## config.mk

```make
export PLATFORM = sky130hd
export DESIGN_NAME = sl1_sq
export DESIGN_NICKNAME = d
export VERILOG_FILES = /design/src/rtl/sl1_pkg.sv /design/src/rtl/sl1_sq.sv
export SDC_FILE = /design/constraint.sdc
export NUM_CORES = 2
export LEC_CHECK = 0
export BUFFER_PORTS_ARGS = -buffer_cell sky130_fd_sc_hd__buf_2
export CORE_MARGIN = 10
export CORE_UTILIZATION = 40
export DETAILED_ROUTE_END_ITERATION = 10
export RECOVER_POWER = 100
export SYNTH_ARGS = -nofsm -noshare
export SYNTH_HDL_FRONTEND = slang
export SYNTH_SLANG_ARGS = --single-unit
```

## constraint.sdc

```tcl
create_clock -name clk -period 9.7 [get_ports clk]
set_input_delay 1.94 -clock clk [delete_from_list [all_inputs] [get_ports clk]]
set_output_delay 1.94 -clock clk [all_outputs]
set_load 0.01 [all_outputs]
```

## src/rtl/sl1_pkg.sv

```systemverilog
// Types and constants of the smooth L1 loss and gradient core.
// No dependencies; used by every other file of the block but the macro header.
package sl1_pkg;

  localparam int QW  = 31;        // unsigned Q15.16 register / loss width
  localparam int DW  = 32;        // signed Q16.16 data width
  localparam int MW  = 2 * QW;    // one 31x31 product
  localparam int PW  = 3 * QW;    // full 93-bit triple product
  localparam int CIW = 2;         // config index width

  localparam logic [CIW-1:0] CFG_BETA       = 2'd0;
  localparam logic [CIW-1:0] CFG_INV_BETA   = 2'd1;
  localparam logic [CIW-1:0] CFG_LOSS_SCALE = 2'd2;

  localparam logic [QW-1:0] CFG_RESET_VAL = 31'd65536;

  typedef logic [QW-1:0]        q31_t;
  typedef logic signed [DW-1:0] q32s_t;
  typedef logic [MW-1:0]        prod_t;

  typedef struct packed {
    q31_t beta;
    q31_t inv_beta;
    q31_t loss_scale;
  } cfg_t;

  // advance enable and incoming valid for one pipeline stage
  typedef struct packed {
    logic adv;
    logic vld;
  } stg_ctl_t;

  // fields that ride along the pipe unchanged after the front stage
  typedef struct packed {
    logic neg;
    logic quad;
    logic nz;
    q31_t lin_loss;
    logic lin_clip;
  } side_t;

  typedef struct packed {
    side_t side;
    q31_t  mag;
  } s1_t;

  typedef struct packed {
    side_t side;
    prod_t sq;
    prod_t ga;
  } s2_t;

  typedef struct packed {
    side_t side;
    prod_t sq_hi;
    prod_t sq_lo;
    prod_t ga_hi;
    prod_t ga_lo;
  } s3_t;

  typedef struct packed {
    q31_t  loss;
    q32s_t gradient;
    logic  clipped;
  } res_t;

endpackage

```

## src/rtl/sl1_sq.sv

```systemverilog
// Stage 2: first multiply level, |diff|^2 and |diff| * inv_beta.
// Depends on sl1_pkg.
module sl1_sq (
  input  logic              clk,
  input  logic              rst_n,
  input  sl1_pkg::stg_ctl_t ctl_i,
  input  sl1_pkg::s1_t      st_i,
  input  sl1_pkg::q31_t     inv_beta,
  output logic              vld_o,
  output sl1_pkg::s2_t      st_o
);
  import sl1_pkg::*;

  s2_t  st_nxt;
  s2_t  st_r;
  logic vld_r;

  always_comb begin
    st_nxt.side = st_i.side;
    st_nxt.sq   = {{QW{1'b0}}, st_i.mag} * {{QW{1'b0}}, st_i.mag};
    st_nxt.ga   = {{QW{1'b0}}, st_i.mag} * {{QW{1'b0}}, inv_beta};
  end

  always_ff @(posedge clk) begin
    if (!rst_n) begin
      vld_r <= 1'b0;
    end else if (ctl_i.adv) begin
      vld_r <= ctl_i.vld;
    end
  end

  always_ff @(posedge clk) begin
    if (ctl_i.adv) begin
      st_r <= st_nxt;
    end
  end

  assign vld_o = vld_r;
  assign st_o  = st_r;
endmodule

```

==> flow_summary.toml <==
[place]
dp_hpwl_mm = 148.5
place_ws_ps = -370.4
place_congestion = 0.8856
numPlacedInstances = 8920
numPortBuffers = 259

[sta]
relSlewSlack = -0.8696
skew_ps = 0
slew_viol_final = 166
post-route-period-util = 0.9713
fin_ws_ps = 278.4
fmax_ghz = 0.1061
setup_viol = 0
max_slew.worst_pin.slew_ps = 2804
timing.hold.ws_ps = 520.6
final_hold_viol_count = 0
rsz0062_at_grt = "false"
fin_setup_tns_ps = 0
min_period_ps = 9422

[routing]
drt_iter0_drc = 2373
wirelength_mm = 172.8
drc_errors = 0
viasPerCell = 4.980
ant_nets = 0
vias = 44670
dr.pass1.iters = 5
avgRoutedWirePerCell_um = 19.27

[critical_path]
crit_fanout = 25
critical_path_class = "in2reg"
crit_path_top_delay_cell = "fa_1"
worstPathArrival_ps = 9710
cp.required_ps = 9990
cp_num_buf_inv = 8
cp-start-kind = "input port"
cp-end-kind = "register"
cpMostUsedCell = "fa_1"
ff2ff_setup_slack_ps = 9080
slowest_delay_ps = 550
critical-path-top-delay-family = "adder cells"

[logic_synthesis]
synthCells = 6619
ys_top_cells_by_area = "fa_1 (50%), ha_1 (10%), inv_1 (10%), edfxtp_1 (7.5%), and2_1 (7.0%)"
ys_async_sr_fraction = 0
ys_seq_area_frac = 0.07504
avgSynthCellArea_um2 = 9.592
synth_cell_types = 81
synth_edf_count = 158
synth_top_area_frac = 0.4998
ys.flop_type = "edfxtp_1"
ys_warn_count = 0
yosysTopAreaCell = "fa_1"
yosysMostFrequentCell = "inv_1"
synth_nets = 8831
synth_commonest_cells = "inv_1 (1686), fa_1 (1585), nand2_1 (801), and2_1 (707), ha_1 (526)"
yosys_register_bits = 159
syn-cell-area_um2 = 63490

[clocking]
cts_buffers = 17
cts_sinks = 159
cts_tree = "built"
clkSlewWorstSetupHoldPaths_ps = 80
cts_setup_buffers = 0
root_buffer = "clkbuf_16"
clk_path_buf_depth = 2
clock_latency_ps = 550
ctsHtreeMaxLevel = 4

[run]
cap_violations = 4

[finish]
drive_gt1_frac = 0.06468
layout.nets = 9079
instances_no_fill = 8969
areaGrowthSynthToFinish_pct = 8.890

[global_route]
grt_remaining_overflow = 0
grt_usage = 0.2057
grt_pass1_vias = 50620
grt_pass1_wl_mm = 280.3
grt_max_degree = 49
antenna_found_initial = 21

[status]
status = "finished, violations left"
violations = "capacitance limit, slew limit"

[hold_path]
hold_path_class = "reg2reg"

[floorplanning]
die_w_um = 418.4
core_region_area_um2 = 158000
die_area_um2 = 175100
initial_core_util = 0.4018
die_y_um = 418.4
io_pins = 261
std_cell_rows = 146
-- worst min-delay path, delay by kind of cell, from the launching register on --
family | cells | cell delay (ps)
flip-flops | 1 | 330
multiplexers | 1 | 60
AND/OR/NAND/NOR | 1 | 100
-- cell type report --
| cell class | count | area, µm² |
|---|---|---|
| fillers | 15320 | 88880 |
| multi-input cells | 4444 | 51090 |
| inverters | 1686 | 6329 |
| flip-flops and latches | 159 | 4765 |
| repair buffers | 559 | 3719 |
| well taps | 2072 | 2592 |
| clock buffers | 17 | 425.4 |
| clock inverters | 15 | 172.7 |
| diodes | 17 | 42.54 |
-- cells in the final DEF, fill, tap and decap left out, types with 8 or more instances in the layout --
cell	instances
inv_1	1686
fa_1	1585
nand2_1	801
and2_1	703
ha_1	526
buf_4	247
clkbuf_1	176
edfxtp_1	158
a21oi_1	138
nor2_1	110
buf_2	97
xnor2_1	81
a21o_1	70
o21ai_0	63
xor2_1	59
buf_12	34
nand3_1	30
o21bai_1	29
nand4_1	27
a31oi_1	21
diode_2	17
and3_1	17
nor3_1	17
clkbuf_16	17
nor2b_1	16
or2_2	10
a211oi_1	9
o211ai_1	8
-- per-layer routing --
metal | share of wire | vias to the layer above | track usage
met5 | 0.00012 | - | 0
met4 | 0.035 | 4 | 0.07175
met3 | 0.042 | 261 | 0.02395
met2 | 0.52 | 1078 | 0.3678
met1 | 0.40 | 23460 | 0.2560
li1 | - | 19860 | -
-- worst paths after layout --
check,from,to,cells after the start
max,st_i[11],st_o[60],27
min,vld_o,vld_o,2
max reg2reg,vld_o,vld_o,2
min reg2reg,vld_o,vld_o,2
-- cell families (layout without fill, tap and decap cells) --
| kind of cell | after synthesis | in the layout | share of synthesized area |
|---|---|---|---|
| AOI/OAI and AO/OA | 419 | 419 | 0.04332 |
| xor gates and xnor gates | 140 | 140 | 0.01931 |
| adders and majority gates | 2111 | 2111 | 0.6034 |
| buffers and inverters | 2016 | 2277 | 0.1197 |
| DFF | 159 | 159 | 0.07504 |
| muxes | 4 | 4 | 0.0006503 |
| other | 1 | 18 | 0.00005906 |
| and+or+nand+nor | 1769 | 1769 | 0.1385 |
-- state kept, by name, summed over array words and instances (netlist names) --
signal and cells:
vld_o 1, st_o 158
-- through the flow --
step | utilization | instance area (µm²)
6_report | 0.4375 | 69130
5_1_grt | 0.4374 | 69120
4_1_cts | 0.4391 | 69390
3_5_place_dp | 0.4354 | 68790
3_3_place_gp | 0.4354 | 68790
2_1_floorplan | - | 63490
-- timing repair --
item | in CTS | in global routing
endpoints found under the hold margin | 0 | 0
hold buffers | 0 | 0
resized for setup | 0 | 2
setup endpoints to repair | 0 | 4
Power is not shown: default switching activity piles up to over one toggle a cycle in this logic, so the estimate is an artifact.
