$ cat src/rtl/sl1_pkg.sv
// Types and constants of the smooth L1 loss and gradient core.
// No dependencies; used by every other file of the block but the macro header.
package sl1_pkg;

  localparam int QW  = 31;        // unsigned Q15.16 register / loss width
  localparam int DW  = 32;        // signed Q16.16 data width
  localparam int MW  = 2 * QW;    // one 31x31 product
  localparam int PW  = 3 * QW;    // full 93-bit triple product
  localparam int CIW = 2;         // config index width

  localparam logic [CIW-1:0] CFG_BETA       = 2'd0;
  localparam logic [CIW-1:0] CFG_INV_BETA   = 2'd1;
  localparam logic [CIW-1:0] CFG_LOSS_SCALE = 2'd2;

  localparam logic [QW-1:0] CFG_RESET_VAL = 31'd65536;

  typedef logic [QW-1:0]        q31_t;
  typedef logic signed [DW-1:0] q32s_t;
  typedef logic [MW-1:0]        prod_t;

  typedef struct packed {
    q31_t beta;
    q31_t inv_beta;
    q31_t loss_scale;
  } cfg_t;

  // advance enable and incoming valid for one pipeline stage
  typedef struct packed {
    logic adv;
    logic vld;
  } stg_ctl_t;

  // fields that ride along the pipe unchanged after the front stage
  typedef struct packed {
    logic neg;
    logic quad;
    logic nz;
    q31_t lin_loss;
    logic lin_clip;
  } side_t;

  typedef struct packed {
    side_t side;
    q31_t  mag;
  } s1_t;

  typedef struct packed {
    side_t side;
    prod_t sq;
    prod_t ga;
  } s2_t;

  typedef struct packed {
    side_t side;
    prod_t sq_hi;
    prod_t sq_lo;
    prod_t ga_hi;
    prod_t ga_lo;
  } s3_t;

  typedef struct packed {
    q31_t  loss;
    q32s_t gradient;
    logic  clipped;
  } res_t;

endpackage

$ cat src/rtl/sl1_front.sv
// Stage 1: difference, magnitude, region select and the whole linear-region loss.
// Depends on sl1_pkg.
module sl1_front (
  input  logic             clk,
  input  logic             rst_n,
  input  sl1_pkg::stg_ctl_t ctl_i,
  input  sl1_pkg::q32s_t   prediction,
  input  sl1_pkg::q32s_t   label,
  input  sl1_pkg::q31_t    beta,
  output logic             vld_o,
  output sl1_pkg::s1_t     st_o
);
  import sl1_pkg::*;

  logic [DW:0]   diff;
  logic [DW:0]   absd;
  logic [DW:0]   lin;
  logic [QW-1:0] half;
  s1_t           st_nxt;
  s1_t           st_r;
  logic          vld_r;

  always_comb begin
    diff = {prediction[DW-1], prediction} - {label[DW-1], label};
    absd = diff[DW] ? ((DW+1)'(0) - diff) : diff;
    // ceil(beta/2)
    half = QW'(({1'b0, beta} + (QW+1)'(1)) >> 1);
    lin  = absd - {2'b00, half};
    st_nxt.side.neg      = diff[DW];
    st_nxt.side.quad     = absd < {2'b00, beta};
    st_nxt.side.nz       = |absd;
    st_nxt.side.lin_clip = |lin[DW:QW];
    st_nxt.side.lin_loss = st_nxt.side.lin_clip ? '1 : lin[QW-1:0];
    // in the quadratic region |diff| < beta < 2^31
    st_nxt.mag           = absd[QW-1:0];
  end

  always_ff @(posedge clk) begin
    if (!rst_n) begin
      vld_r <= 1'b0;
    end else if (ctl_i.adv) begin
      vld_r <= ctl_i.vld;
    end
  end

  always_ff @(posedge clk) begin
    if (ctl_i.adv) begin
      st_r <= st_nxt;
    end
  end

  assign vld_o = vld_r;
  assign st_o  = st_r;
endmodule

$ cat config.mk
export PLATFORM = sky130hd
export DESIGN_NAME = sl1_front
export DESIGN_NICKNAME = d
export VERILOG_FILES = /design/src/rtl/sl1_pkg.sv /design/src/rtl/sl1_front.sv
export SDC_FILE = /design/constraint.sdc
export NUM_CORES = 1
export LEC_CHECK = 0
export BUFFER_PORTS_ARGS = -buffer_cell sky130_fd_sc_hd__buf_4
export CORE_ASPECT_RATIO = 1.4
export CORE_UTILIZATION = 30
export CTS_CLUSTER_DIAMETER = 200
export CTS_CLUSTER_SIZE = 24
export DETAILED_ROUTE_END_ITERATION = 8
export PLACE_DENSITY = 0.5
export RECOVER_POWER = 100
export SLEW_MARGIN = 15
export SYNTH_ARGS = -nofsm -noshare
export SYNTH_HDL_FRONTEND = slang
export SYNTH_SLANG_ARGS = --single-unit
$ cat constraint.sdc
create_clock -name clk -period 8.2 [get_ports clk]
set_input_delay 1.64 -clock clk [delete_from_list [all_inputs] [get_ports clk]]
set_output_delay 1.64 -clock clk [all_outputs]
set_load 0.05 [all_outputs]
==> flow_summary.ini <==
[detailed_routing]
drc_errors = 0
wl_met3_um = 476
ant_nets = 0
first_pass_iters = 4
vias = 7079
vias_per_cell = 4.95
drt_iter0_drc = 224
wirelength_met1_um = 9620
wl_met2_um = 11300
top_layer = met4
wl_per_cell_um = 15.4
wirelength_um = 22100

[yosys]
synth_top_area_share_pct = 25.0
syn-num-nets = 1079
syn-mean-instance-area_um2 = 8.94
synth-edff-count = 66
yosys.area.top_type = edfxtp_1
synthCells = 885
seq_area_frac_synth_pct = 25.3
yosysWarnings = 0
synth_area_um2 = 7920
ys.flop_type = edfxtp_1
synth_area_leaders = edfxtp_1 (25%), ha_1 (15%), xnor2_1 (8.3%)
synth_async_sr_flop_share_pct = 0
ys_seq_elements = 67
synth_cell_types = 85

[setup_path]
required_ns = 8.27
crit_path_top_delay_cell = or4_4
cp-start-kind = input port
worst-setup-path-type = input port to register
worst_path_largest_cell_delay_ns = 0.55
worstReg2RegStart = vld_o$_SDFFE_PN0P_
cp.arrival_ns = 7.68
r2r_cells = 2
r2r_end = vld_o$_SDFFE_PN0P_
cp_max_fo = 32
timing.critical_path.mode_cell = buf_4
rrSetupSlack_ns = 7.55
end_kind = register

[pwr]
power.density_nw_per_um2 = 260
ir_worst_vdd_v = 0.000111
p_leak_nw = 4.24

[sta]
period_needed_ns = 7.61
fmax_mhz = 131
rsz0062_at_grt = false
period_share_pct = 92.8
tightestPinTransition_ns = 3.56
final_hold_viol_count = 0
finalMaxSlewViolations = 68
relSlewSlack_pct = -137
setup_viol = 0
finalSetupTns_ns = 0
fin_skew_ns = 0

[cts]
ctsHoldBuffers = 0
clkTransAtPathRegs_ns = 0.05
clock_sinks = 67
htreeDepth = 3
clock-root-buffer = clkbuf_16
cts_buffers = 9
cts_tree = built
insertion_delay_ns = 0.33
cts.path.max_buffers = 2

[floorplanning]
io_pins = 166
die_h_um = 194
core_area_um2 = 26000
num_rows = 70
dieArea_um2 = 27000
initial_core_util_pct = 30.4
dieWidth_um = 139

[layout]
final_core_util_pct = 38.0
syn_to_final_growth_pct = 24.9
final_cell_mix = buf_4 (139), ha_1 (93), clkbuf_1 (80)
stdcell_count = 1431
final_common_cell = buf_4
fin_nets = 1297
n_antenna_cell = 0
fillers = 2781
drive_above_1_share_pct = 17.0

[run_status]
status = complete, but fails checks
failed_checks = max-capacitance violations, max-slew violations

[worst_hold_path]
holdPathStages = 2
min_path_type = register to register
hold_end = vld_o$_SDFFE_PN0P_
hp-start = vld_o$_SDFFE_PN0P_

[place]
gp_congestion = 0.814
dp_hpwl_um = 19000
io_buffers = 165
dp_cells = 1416

[global_route]
grt-ovfl-total = 0
grtUsageTotal_pct = 16.4
grt_pass1_vias = 6958
antenna_found_initial = 0
grt_first_pass_wirelength_um = 35000
grt_max_degree = 68

[job]
max-cap-violations = 1
==> worst max path at each step <==
stage	startpoint	to	slack (ns)	cells past startpoint
floorplan	prediction[0]	st_o[57]$_SDFFCE_PP1P_	0.12	30
global placement	prediction[0]	st_o[32]$_SDFFCE_PP1P_	0.08	30
detailed placement	prediction[0]	st_o[32]$_SDFFCE_PP1P_	0.03	30
CTS	prediction[0]	st_o[32]$_SDFFCE_PP1P_	0.35	30
global route	prediction[0]	st_o[32]$_SDFFCE_PP1P_	0.04	33
finish	prediction[0]	st_o[32]$_SDFFCE_PP1P_	0.59	29
==> per-stage QoR <==
stage	setup slack, ns	hold slack (ns)	cell area, µm²	total power, mW
after detailed placement	0.0310	0.515	9930	2.33
after global routing	0.0388	0.578	9880	2.76
after floorplan	0.117	0.743	7920	1.81
after CTS	0.351	0.525	10200	2.70
after global placement	0.0842	0.500	9930	2.32
final	0.590	0.522	9880	2.57
==> where the power goes <==
group          internal (mW)  total [mW]  switching [mW]
logic                  0.578        1.64            1.06
registers              0.532       0.565          0.0334
clock network          0.229       0.367           0.138
==> flip-flops by register name, indices dropped and copies added (netlist names) <==
register  count
vld_o         1
st_o         66
==> routing by layer <==
metal | up-vias | global-route usage, %
met1 | 3216 | 19.0
li1 | 3726 | -
met5 | - | 0
met4 | 0 | 7.49
met3 | 26 | 1.36
met2 | 111 | 30.3
==> cell usage after synthesis, types with 24 or more instances <==
library cell / instances
nor2_1: 50
o21ai_1: 28
inv_1: 77
edfxtp_1: 66
nor3_1: 24
nand3_1: 25
nand2_1: 41
xnor2_1: 75
a21oi_1: 60
ha_1: 93
a21o_1: 35
xor2_1: 38
==> worst max-delay path, delay by kind of cell <==
family                   cells  cell delay (ns)
AND/OR/NAND/NOR              3             0.88
XOR/XNOR                     2             0.45
adder cells (fa/ha/maj)      3             0.94
AO/OA/AOI/OAI               14             2.75
buffers and inverters        7             1.00
==> what timing repair did <==
action | 4_1_cts | 5_1_grt
setup buffers | 0 | 0
gates resized for setup | 0 | 3
endpoints found under the setup margin | 0 | 31
==> cell type report <==
class	instances	area (µm²)	area share [%]
clock inverter	5	45.0	0.456
tap	324	405	4.10
inverter	77	289	2.92
sequential	67	2000	20.3
multi-input combinational	727	5540	56.0
timing repair buffer	221	1380	13.9
clock buffer	10	229	2.32
==> cells by family (layout without fill, tap and decap cells) <==
| kind of cell | Yosys count | count (layout) | share of synthesized area (%) |
|---|---|---|---|
| and+or+nand+nor | 250 | 250 | 17.0 |
| muxes | 5 | 5 | 0.822 |
| AOI/OAI and AO/OA | 256 | 256 | 22.7 |
| DFF | 67 | 67 | 25.3 |
| buffers and inverters | 91 | 313 | 4.58 |
| xor gates and xnor gates | 119 | 119 | 14.1 |
| adders and majority gates | 97 | 97 | 15.5 |
Note: power is estimated with default switching activity, not from simulation.
