`src/rtl/sl1_pkg.sv`:
```
// Types and constants of the smooth L1 loss and gradient core.
// No dependencies; used by every other file of the block but the macro header.
package sl1_pkg;

  localparam int QW  = 31;        // unsigned Q15.16 register / loss width
  localparam int DW  = 32;        // signed Q16.16 data width
  localparam int MW  = 2 * QW;    // one 31x31 product
  localparam int PW  = 3 * QW;    // full 93-bit triple product
  localparam int CIW = 2;         // config index width

  localparam logic [CIW-1:0] CFG_BETA       = 2'd0;
  localparam logic [CIW-1:0] CFG_INV_BETA   = 2'd1;
  localparam logic [CIW-1:0] CFG_LOSS_SCALE = 2'd2;

  localparam logic [QW-1:0] CFG_RESET_VAL = 31'd65536;

  typedef logic [QW-1:0]        q31_t;
  typedef logic signed [DW-1:0] q32s_t;
  typedef logic [MW-1:0]        prod_t;

  typedef struct packed {
    q31_t beta;
    q31_t inv_beta;
    q31_t loss_scale;
  } cfg_t;

  // advance enable and incoming valid for one pipeline stage
  typedef struct packed {
    logic adv;
    logic vld;
  } stg_ctl_t;

  // fields that ride along the pipe unchanged after the front stage
  typedef struct packed {
    logic neg;
    logic quad;
    logic nz;
    q31_t lin_loss;
    logic lin_clip;
  } side_t;

  typedef struct packed {
    side_t side;
    q31_t  mag;
  } s1_t;

  typedef struct packed {
    side_t side;
    prod_t sq;
    prod_t ga;
  } s2_t;

  typedef struct packed {
    side_t side;
    prod_t sq_hi;
    prod_t sq_lo;
    prod_t ga_hi;
    prod_t ga_lo;
  } s3_t;

  typedef struct packed {
    q31_t  loss;
    q32s_t gradient;
    logic  clipped;
  } res_t;

endpackage

```
`src/rtl/sl1_sat.sv`:
```
// Stage 4: partial product sum, shift, saturation, region mux and sign.
// Its register is the output register of the core. Depends on sl1_pkg.
module sl1_sat (
  input  logic              clk,
  input  logic              rst_n,
  input  sl1_pkg::stg_ctl_t ctl_i,
  input  sl1_pkg::s3_t      st_i,
  input  sl1_pkg::q31_t     loss_scale,
  output logic              vld_o,
  output sl1_pkg::res_t     res_o
);
  import sl1_pkg::*;

  logic [PW-1:0] psq;
  logic [PW-1:0] pga;
  logic          qloss_clip;
  q31_t          qloss;
  logic [DW-1:0] gr;
  logic [DW-1:0] lim;
  logic          gclip;
  logic [DW-1:0] qmag;
  logic [DW-1:0] mag;
  res_t          res_nxt;
  res_t          res_r;
  logic          vld_r;

  always_comb begin
    psq = {st_i.sq_hi, {QW{1'b0}}} + {{QW{1'b0}}, st_i.sq_lo};
    pga = {st_i.ga_hi, {QW{1'b0}}} + {{QW{1'b0}}, st_i.ga_lo};

    // loss = floor(psq / 2^33)
    qloss_clip = |psq[PW-1:64];
    qloss      = qloss_clip ? '1 : psq[63:33];

    // gradient magnitude = floor(pga / 2^32), limit depends on sign
    gr    = pga[63:32];
    lim   = st_i.side.neg ? 32'h8000_0000 : 32'h7FFF_FFFF;
    gclip = (|pga[PW-1:64]) || (gr > lim);
    qmag  = gclip ? lim : gr;

    if (st_i.side.quad) begin
      mag             = qmag;
      res_nxt.loss    = qloss;
      res_nxt.clipped = qloss_clip | gclip;
    end else begin
      mag             = st_i.side.nz ? {1'b0, loss_scale} : '0;
      res_nxt.loss    = st_i.side.lin_loss;
      res_nxt.clipped = st_i.side.lin_clip;
    end
    res_nxt.gradient = st_i.side.neg ? q32s_t'(DW'(0) - mag) : q32s_t'(mag);
  end

  always_ff @(posedge clk) begin
    if (!rst_n) begin
      vld_r <= 1'b0;
    end else if (ctl_i.adv) begin
      vld_r <= ctl_i.vld;
    end
  end

  always_ff @(posedge clk) begin
    if (ctl_i.adv) begin
      res_r <= res_nxt;
    end
  end

  assign vld_o = vld_r;
  assign res_o = res_r;
endmodule

```
`config.mk`:
```
export PLATFORM = sky130hd
export DESIGN_NAME = sl1_sat
export DESIGN_NICKNAME = d
export VERILOG_FILES = /design/src/rtl/sl1_pkg.sv /design/src/rtl/sl1_sat.sv
export SDC_FILE = /design/constraint.sdc
export NUM_CORES = 1
export LEC_CHECK = 0
export BUFFER_PORTS_ARGS = -buffer_cell sky130_fd_sc_hd__buf_2
export CORE_MARGIN = 4
export CORE_UTILIZATION = 25
export CTS_CLUSTER_SIZE = 8
export DETAILED_ROUTE_END_ITERATION = 6
export GPL_TIMING_DRIVEN = 0
export SETUP_SLACK_MARGIN = 0.3
export SYNTH_ARGS = -nofsm -noshare
export SYNTH_HDL_FRONTEND = slang
export SYNTH_SLANG_ARGS = --single-unit
```
`constraint.sdc`:
```
create_clock -name clk -period 7.3 [get_ports clk]
set_input_delay 1.46 -clock clk [delete_from_list [all_inputs] [get_ports clk]]
set_output_delay 1.46 -clock clk [all_outputs]
set_load 0.1 [all_outputs]
```
==> results of run 1 <==
==> cells by family (layout without fill, tap and decap cells) <==
kind of cell,count (synthesis),count (layout)
compound gates,393,393
xor+xnor,93,93
fa+ha+maj,94,94
buf+inv,80,471
flops,65,65
mux,8,8
other cells,0,7
simple gates,571,571
==> final timing paths <==
path / startpoint / depth (start not counted) / endpoint
worst min register to register: vld_o$_SDFFE_PN0P_ / 2 / vld_o$_SDFFE_PN0P_
worst min-delay path: vld_o$_SDFFE_PN0P_ / 2 / vld_o$_SDFFE_PN0P_
worst max register to register: vld_o$_SDFFE_PN0P_ / 2 / vld_o$_SDFFE_PN0P_
worst max-delay path: st_i[49] / 30 / res_o[29]$_DFFE_PP_
==> Yosys cell counts (all sizes together) (10+ instances only) <==
cell type	count	area share
clkbuf	46	0.018
o211ai	14	0.011
or4	11	0.0084
and3	16	0.010
a211oi	16	0.013
inv	23	0.0087
or3	15	0.0095
a21o	21	0.016
ha	93	0.12
nand4	57	0.040
nor2b	14	0.0089
and2	16	0.010
or2	16	0.010
nor2	136	0.052
o21a	11	0.0085
o31ai	21	0.019
a221oi	21	0.019
edfxtp	64	0.19
nand2b	12	0.0076
nor3	41	0.021
xnor2	41	0.036
nand3	63	0.032
xor2	52	0.046
buf	10	0.0057
o21ai	79	0.040
nor4	25	0.017
nand2	127	0.048
a21oi	118	0.061
==> through the flow <==
step	instances	utilization	TNS [ps]	hold WS [ps]	cell area, um2
4_1_cts	2170	0.3398	0	548.1	13200
3_5_place_dp	2128	0.3111	-40170	528.1	12080
6_report	2220	0.3696	0	539.0	14350
2_1_floorplan	1304	-	0	980.7	9898
3_3_place_gp	2128	0.3111	-42160	507.7	12080
5_1_grt	2220	0.3696	0	569.6	14350
==> what timing repair did <==
item	4_1_cts	5_1_grt
setup endpoints to repair	33	28
hold buffers	0	0
setup buffers	26	42
gates resized for setup	128	167
cloned	0	1
pin swaps	30	53
==> worst max-delay path: cells and delay by family <==
| family | cells | cell delay [ps] |
|---|---|---|
| buffers and inverters | 8 | 1110 |
| AOI/OAI and AO/OA | 11 | 1740 |
| xor gates and xnor gates | 2 | 390 |
| and+or+nand+nor | 7 | 1800 |
| adders and majority gates | 2 | 650 |
==> sequential cells by signal, summed over array words and instances, names as in the netlist <==
| register | flops |
|---|---|
| res_o | 64 |
| vld_o | 1 |
==> per-layer routing <==
layer,up-vias,GRT usage,share of wire
li1,5791,-,-
met1,5815,0.2405,0.39
met2,570,0.3781,0.50
met3,108,0.03421,0.073
met4,2,0.08994,0.039
met5,-,0,0.00035
==> area by class of cell <==
type	instances	area, um2	share of cell area
sequential	65	1942	0.1353
antenna	7	17.52	0.001221
multi-input combinational	1159	8859	0.6173
clock inverter	6	92.59	0.006452
clock buffer	10	229.0	0.01595
inverter	24	90.09	0.006277
timing repair buffer	375	2145	0.1494
buffer	56	329.1	0.02293
tap	518	648.1	0.04516
==> power by group <==
group | switching (mW) | leakage (nW) | internal (mW)
Clock | 0.171 | 0.149 | 0.300
Sequential | 0.00937 | 0.639 | 0.456
Combinational | 0.846 | 4.97 | 0.394
==> metrics.yaml, run 1 <==
worst_setup_path:
  cp.required_ps: 7370
  crit_path_end_kind: "flip-flop"
  cp_slowest_stage_delay_ps: 590
  crit_slowest_cell: "or4_4"
  worstSetupPathType: "in -> reg"
  cp.arrival_ps: 7150
  worst-path-max-fanout: 7
  start_kind: "input port"
  regToRegSetupSlack_ps: 6700
placement:
  dpl.hpwl_mm: 39.69
  pre_cts_ws_ps: -1578
  gp_congestion: 0.9776
  io_buffer_count: 306
logic_synthesis:
  synth_xor_area_frac: 0.08242
  synth_nets: 1716
  synthSimpleGateAreaFrac: 0.2948
  synthCells: 1304
  ys_ff_latch: 65
  synth-adder-area-share: 0.1198
  synth-edff-count: 64
  synth-compound-area-share: 0.2660
  synth_mux_area_frac: 0.008102
  synthFlopType: "edfxtp_1"
  synth_area_per_cell_um2: 7.579
  synth_cell_types: 83
  async_flop_share: 0
  yosysWarnings: 0
  yosysSeqAreaShare: 0.1965
  synth_top_family_by_area: "simple AND/OR/NAND/NOR gates"
  syn_area_um2: 9883
floorplan:
  pin_count: 383
  start_util: 0.2545
  dieArea_um2: 42780
  rows: 72
  die_x_um: 206.8
  die_y_um: 206.8
  core_um2: 38830
power:
  cellPowerDensity_nw_per_um2: 151.7
  total_leakage_power_nw: 5.761
  p_total_mw: 2.177
  peakVddDrop_v: 0.0001063
timing:
  slew_viol_final: 0
  worstMarginPinSlew_ps: 1069
  timing.final.crit_share: 0.9704
  fin_ws_ps: 215.8
  period_needed_ps: 7084
  setup_viol: 0
  finalHoldViolations: 0
  slew_headroom: 0.2815
  rsz0062_at_grt: "true"
  clock_skew_ps: 0
  fmax_mhz: 141.2
grt:
  overflow: 0
  grtUsageTotal: 0.2080
  grt_pass1_vias: 11976
  grt_first_pass_wirelength_mm: 69.17
  antenna_found_initial: 13
  grt_max_degree: 66
cts:
  cts_tree: "built"
  clkSinkCount: 65
  clock-root-buffer: "clkbuf_16"
  clk_pin_slew_ps: 60
  cts_buffers: 9
  clk-insertion-delay-late_ps: 330
  cts_buffer_depth: 2
  h-tree-depth: 3
drt:
  vias: 12286
  drc: 0
  vias_per_cell: 5.534
  firstDrtPassIters: 5
  wl_per_cell_um: 21.78
  drt_iter0_drc: 826
  routed_wirelength_mm: 48.35
  postRouteAntennaNets: 0
finish:
  final_common_cell: "buf_2"
  fillerInstances: 4077
  nets: 2102
  syn2layout_area_growth_pct: 45.21
  layout_common_cells: "buf_2, nor2_1, nand2_1"
  drive_above_1_share: 0.3599
hold_path:
  min_path_type: "reg -> reg"
job:
  max-cap-violations: 0
run_status:
  outcome: "completed"
No activity file was read; power rests on OpenSTA's default activity.
==> inputs of run 2 (changes only) <==
Settings changed: CELL_PAD_IN_SITES_DETAIL_PLACEMENT from default to 0, CELL_PAD_IN_SITES_GLOBAL_PLACEMENT from default to 2, PLACE_DENSITY_LB_ADDON from default to 0.1.
==> metrics.yaml, run 2 (synthesized netlist as in run 1, its figures left out) <==
run_status:
  outcome: "completed"
worst_setup_path:
  r2r_cells: 2
  crit_path_end_kind: "flip-flop"
  worst-path-max-fanout: 7
  worstSetupPathType: "in -> reg"
  cpMostUsedCell: "nand4_1"
  start_kind: "input port"
  cp.required_ps: 7350
  cp.arrival_ps: 7120
  cp_slowest_stage_delay_ps: 560
  critical_path.top_delay_family: "simple AND/OR/NAND/NOR gates"
  crit_buf_inv: 2
  cp_cell_sequence: "buf_2, ha_2, nand4_1, a21boi_1, o211ai_1, a21bo_2, a21oi_4, nor2_2, xnor2_2, ha_1, nand2_2, nor4_4, a32o_2, a21oi_2, a221o_1, nor4b_2, nand4_1, or4_4, buf_8, or3_4, and4_4, and2_1, a41o_1, xor2_1"
  crit_slowest_cell: "or4_4"
  cp.depth: 24
grt:
  grt_max_degree: 66
  busiest_layer: "met2"
  grt_first_pass_wirelength_mm: 69.44
  grt_pass1_vias: 11652
  antenna_found_initial: 6
  met2_usage: 0.3539
  met1_usage: 0.2752
  overflow: 0
  met3_usage: 0.02875
  grtUsageTotal: 0.2079
hold_path:
  min_path_type: "reg -> reg"
  hold_depth: 2
finish:
  drive_above_1_share: 0.3375
  final_common_cell: "buf_2"
  layout.cells.non_filler: 2195
  nets: 2082
  syn2layout_area_growth_pct: 40.06
  largest_reg_flops: 64
  layout_common_cells: "buf_2, nor2_1, nand2_1"
  fillerInstances: 4257
timing:
  fin_ws_ps: 230.3
  slew_headroom: 0.09950
  worstMarginPinSlew_ps: 1340
  clock_skew_ps: 0
  period_needed_ps: 7070
  rsz0062_at_grt: "true"
  timing.final.crit_share: 0.9685
  slew_viol_final: 0
  finalHoldViolations: 0
  setup_viol: 0
  fmax_mhz: 141.4
placement:
  pre_cts_ws_ps: -1652
  io_buffer_count: 306
  gp_congestion: 0.8923
  dp_cells: 2128
  dpl.hpwl_mm: 39.39
floorplan:
  die_x_um: 206.8
  rows: 72
  core_um2: 38830
  start_util: 0.2545
  die_y_um: 206.8
  dieArea_um2: 42780
  pin_count: 383
drt:
  drc: 0
  vias: 11826
  drt_iter0_drc: 677
  routed_wirelength_mm: 47.18
  wl_per_cell_um: 21.49
  firstDrtPassIters: 5
  postRouteAntennaNets: 0
  vias_per_cell: 5.388
power:
  peakVddDrop_v: 0.00009653
  cellPowerDensity_nw_per_um2: 150.8
  switchingPower_mw: 0.9976
  p_total_mw: 2.088
  pwr-share-comb: 0.573
  clkPwrFrac: 0.205
  p_seq_frac: 0.223
  switching_share: 0.4779
  p_int_mw: 1.090
  total_leakage_power_nw: 5.578
cts:
  cts_buffer_depth: 2
  hold_buffers: 0
  clkSinkCount: 65
  clk_pin_slew_ps: 60
  cts_buffers: 9
  clk-insertion-delay-late_ps: 340
  h-tree-depth: 3
  clock-root-buffer: "clkbuf_16"
  cts_tree: "built"
job:
  max-cap-violations: 0
-- run 2: worst register-to-register path: cells and delay by family, from the launching register on --
family           cells  cell delay, ps
and+or+nand+nor      1              60
muxes                1             130
DFF                  1             310
-- run 2: cell type report --
cell class                 instances  area, um2  area share
antenna                            3      7.507   0.0005423
buffer                            56      316.6     0.02287
clock buffer                       9      225.2     0.01627
clock inverter                     6      60.06    0.004339
inverter                          24      90.09    0.006508
multi-input combinational       1159       8586      0.6203
sequential                        65       1942      0.1403
tap                              518      648.1     0.04682
timing repair buffer             355       1967      0.1421
-- run 2: per-stage QoR --
| step | instance area (um2) | TNS, ps | util | hold slack (ps) |
|---|---|---|---|---|
| 5_1_grt | 13840 | -111.2 | 0.3564 | 593.7 |
| 4_1_cts | 13080 | 0 | 0.3368 | 541.3 |
| 3_5_place_dp | 12080 | -43920 | 0.3111 | 523.9 |
| 6_report | 13840 | 0 | 0.3565 | 535.7 |
| 2_1_floorplan | 9898 | 0 | - | 980.7 |
| 3_3_place_gp | 12080 | -43470 | 0.3111 | 492.8 |
-- run 2: power groups by stage --
stage	combinational (mW)	sequential, mW	clock (mW)
after CTS	1.13	0.466	0.440
after floorplan	0.473	0.741	0
final	1.20	0.465	0.427
after global routing	1.30	0.468	0.456
after detailed placement	1.06	0.474	0
after global placement	1.06	0.473	0
-- run 2: worst paths after layout --
| kind | start | end | slack (ps) |
|---|---|---|---|
| setup / recovery | st_i[64] | res_o[19]$_DFFE_PP_ | 230 |
| hold / removal | vld_o$_SDFFE_PN0P_ | vld_o$_SDFFE_PN0P_ | 540 |
| setup reg to reg | vld_o$_SDFFE_PN0P_ | vld_o$_SDFFE_PN0P_ | 6690 |
| hold reg to reg | vld_o$_SDFFE_PN0P_ | vld_o$_SDFFE_PN0P_ | 540 |
-- run 2: routing by layer --
metal	share of wire	up-vias
li1	-	5745
met1	0.44	5592
met2	0.47	411
met3	0.063	70
met4	0.026	8
met5	0.00097	-
-- run 2: timing repair --
| action | in CTS | in global routing |
|---|---|---|
| setup buffers | 24 | 23 |
| cloned | 0 | 2 |
| gates resized for setup | 117 | 127 |
| setup endpoints to repair | 33 | 29 |
| pin swaps | 31 | 35 |
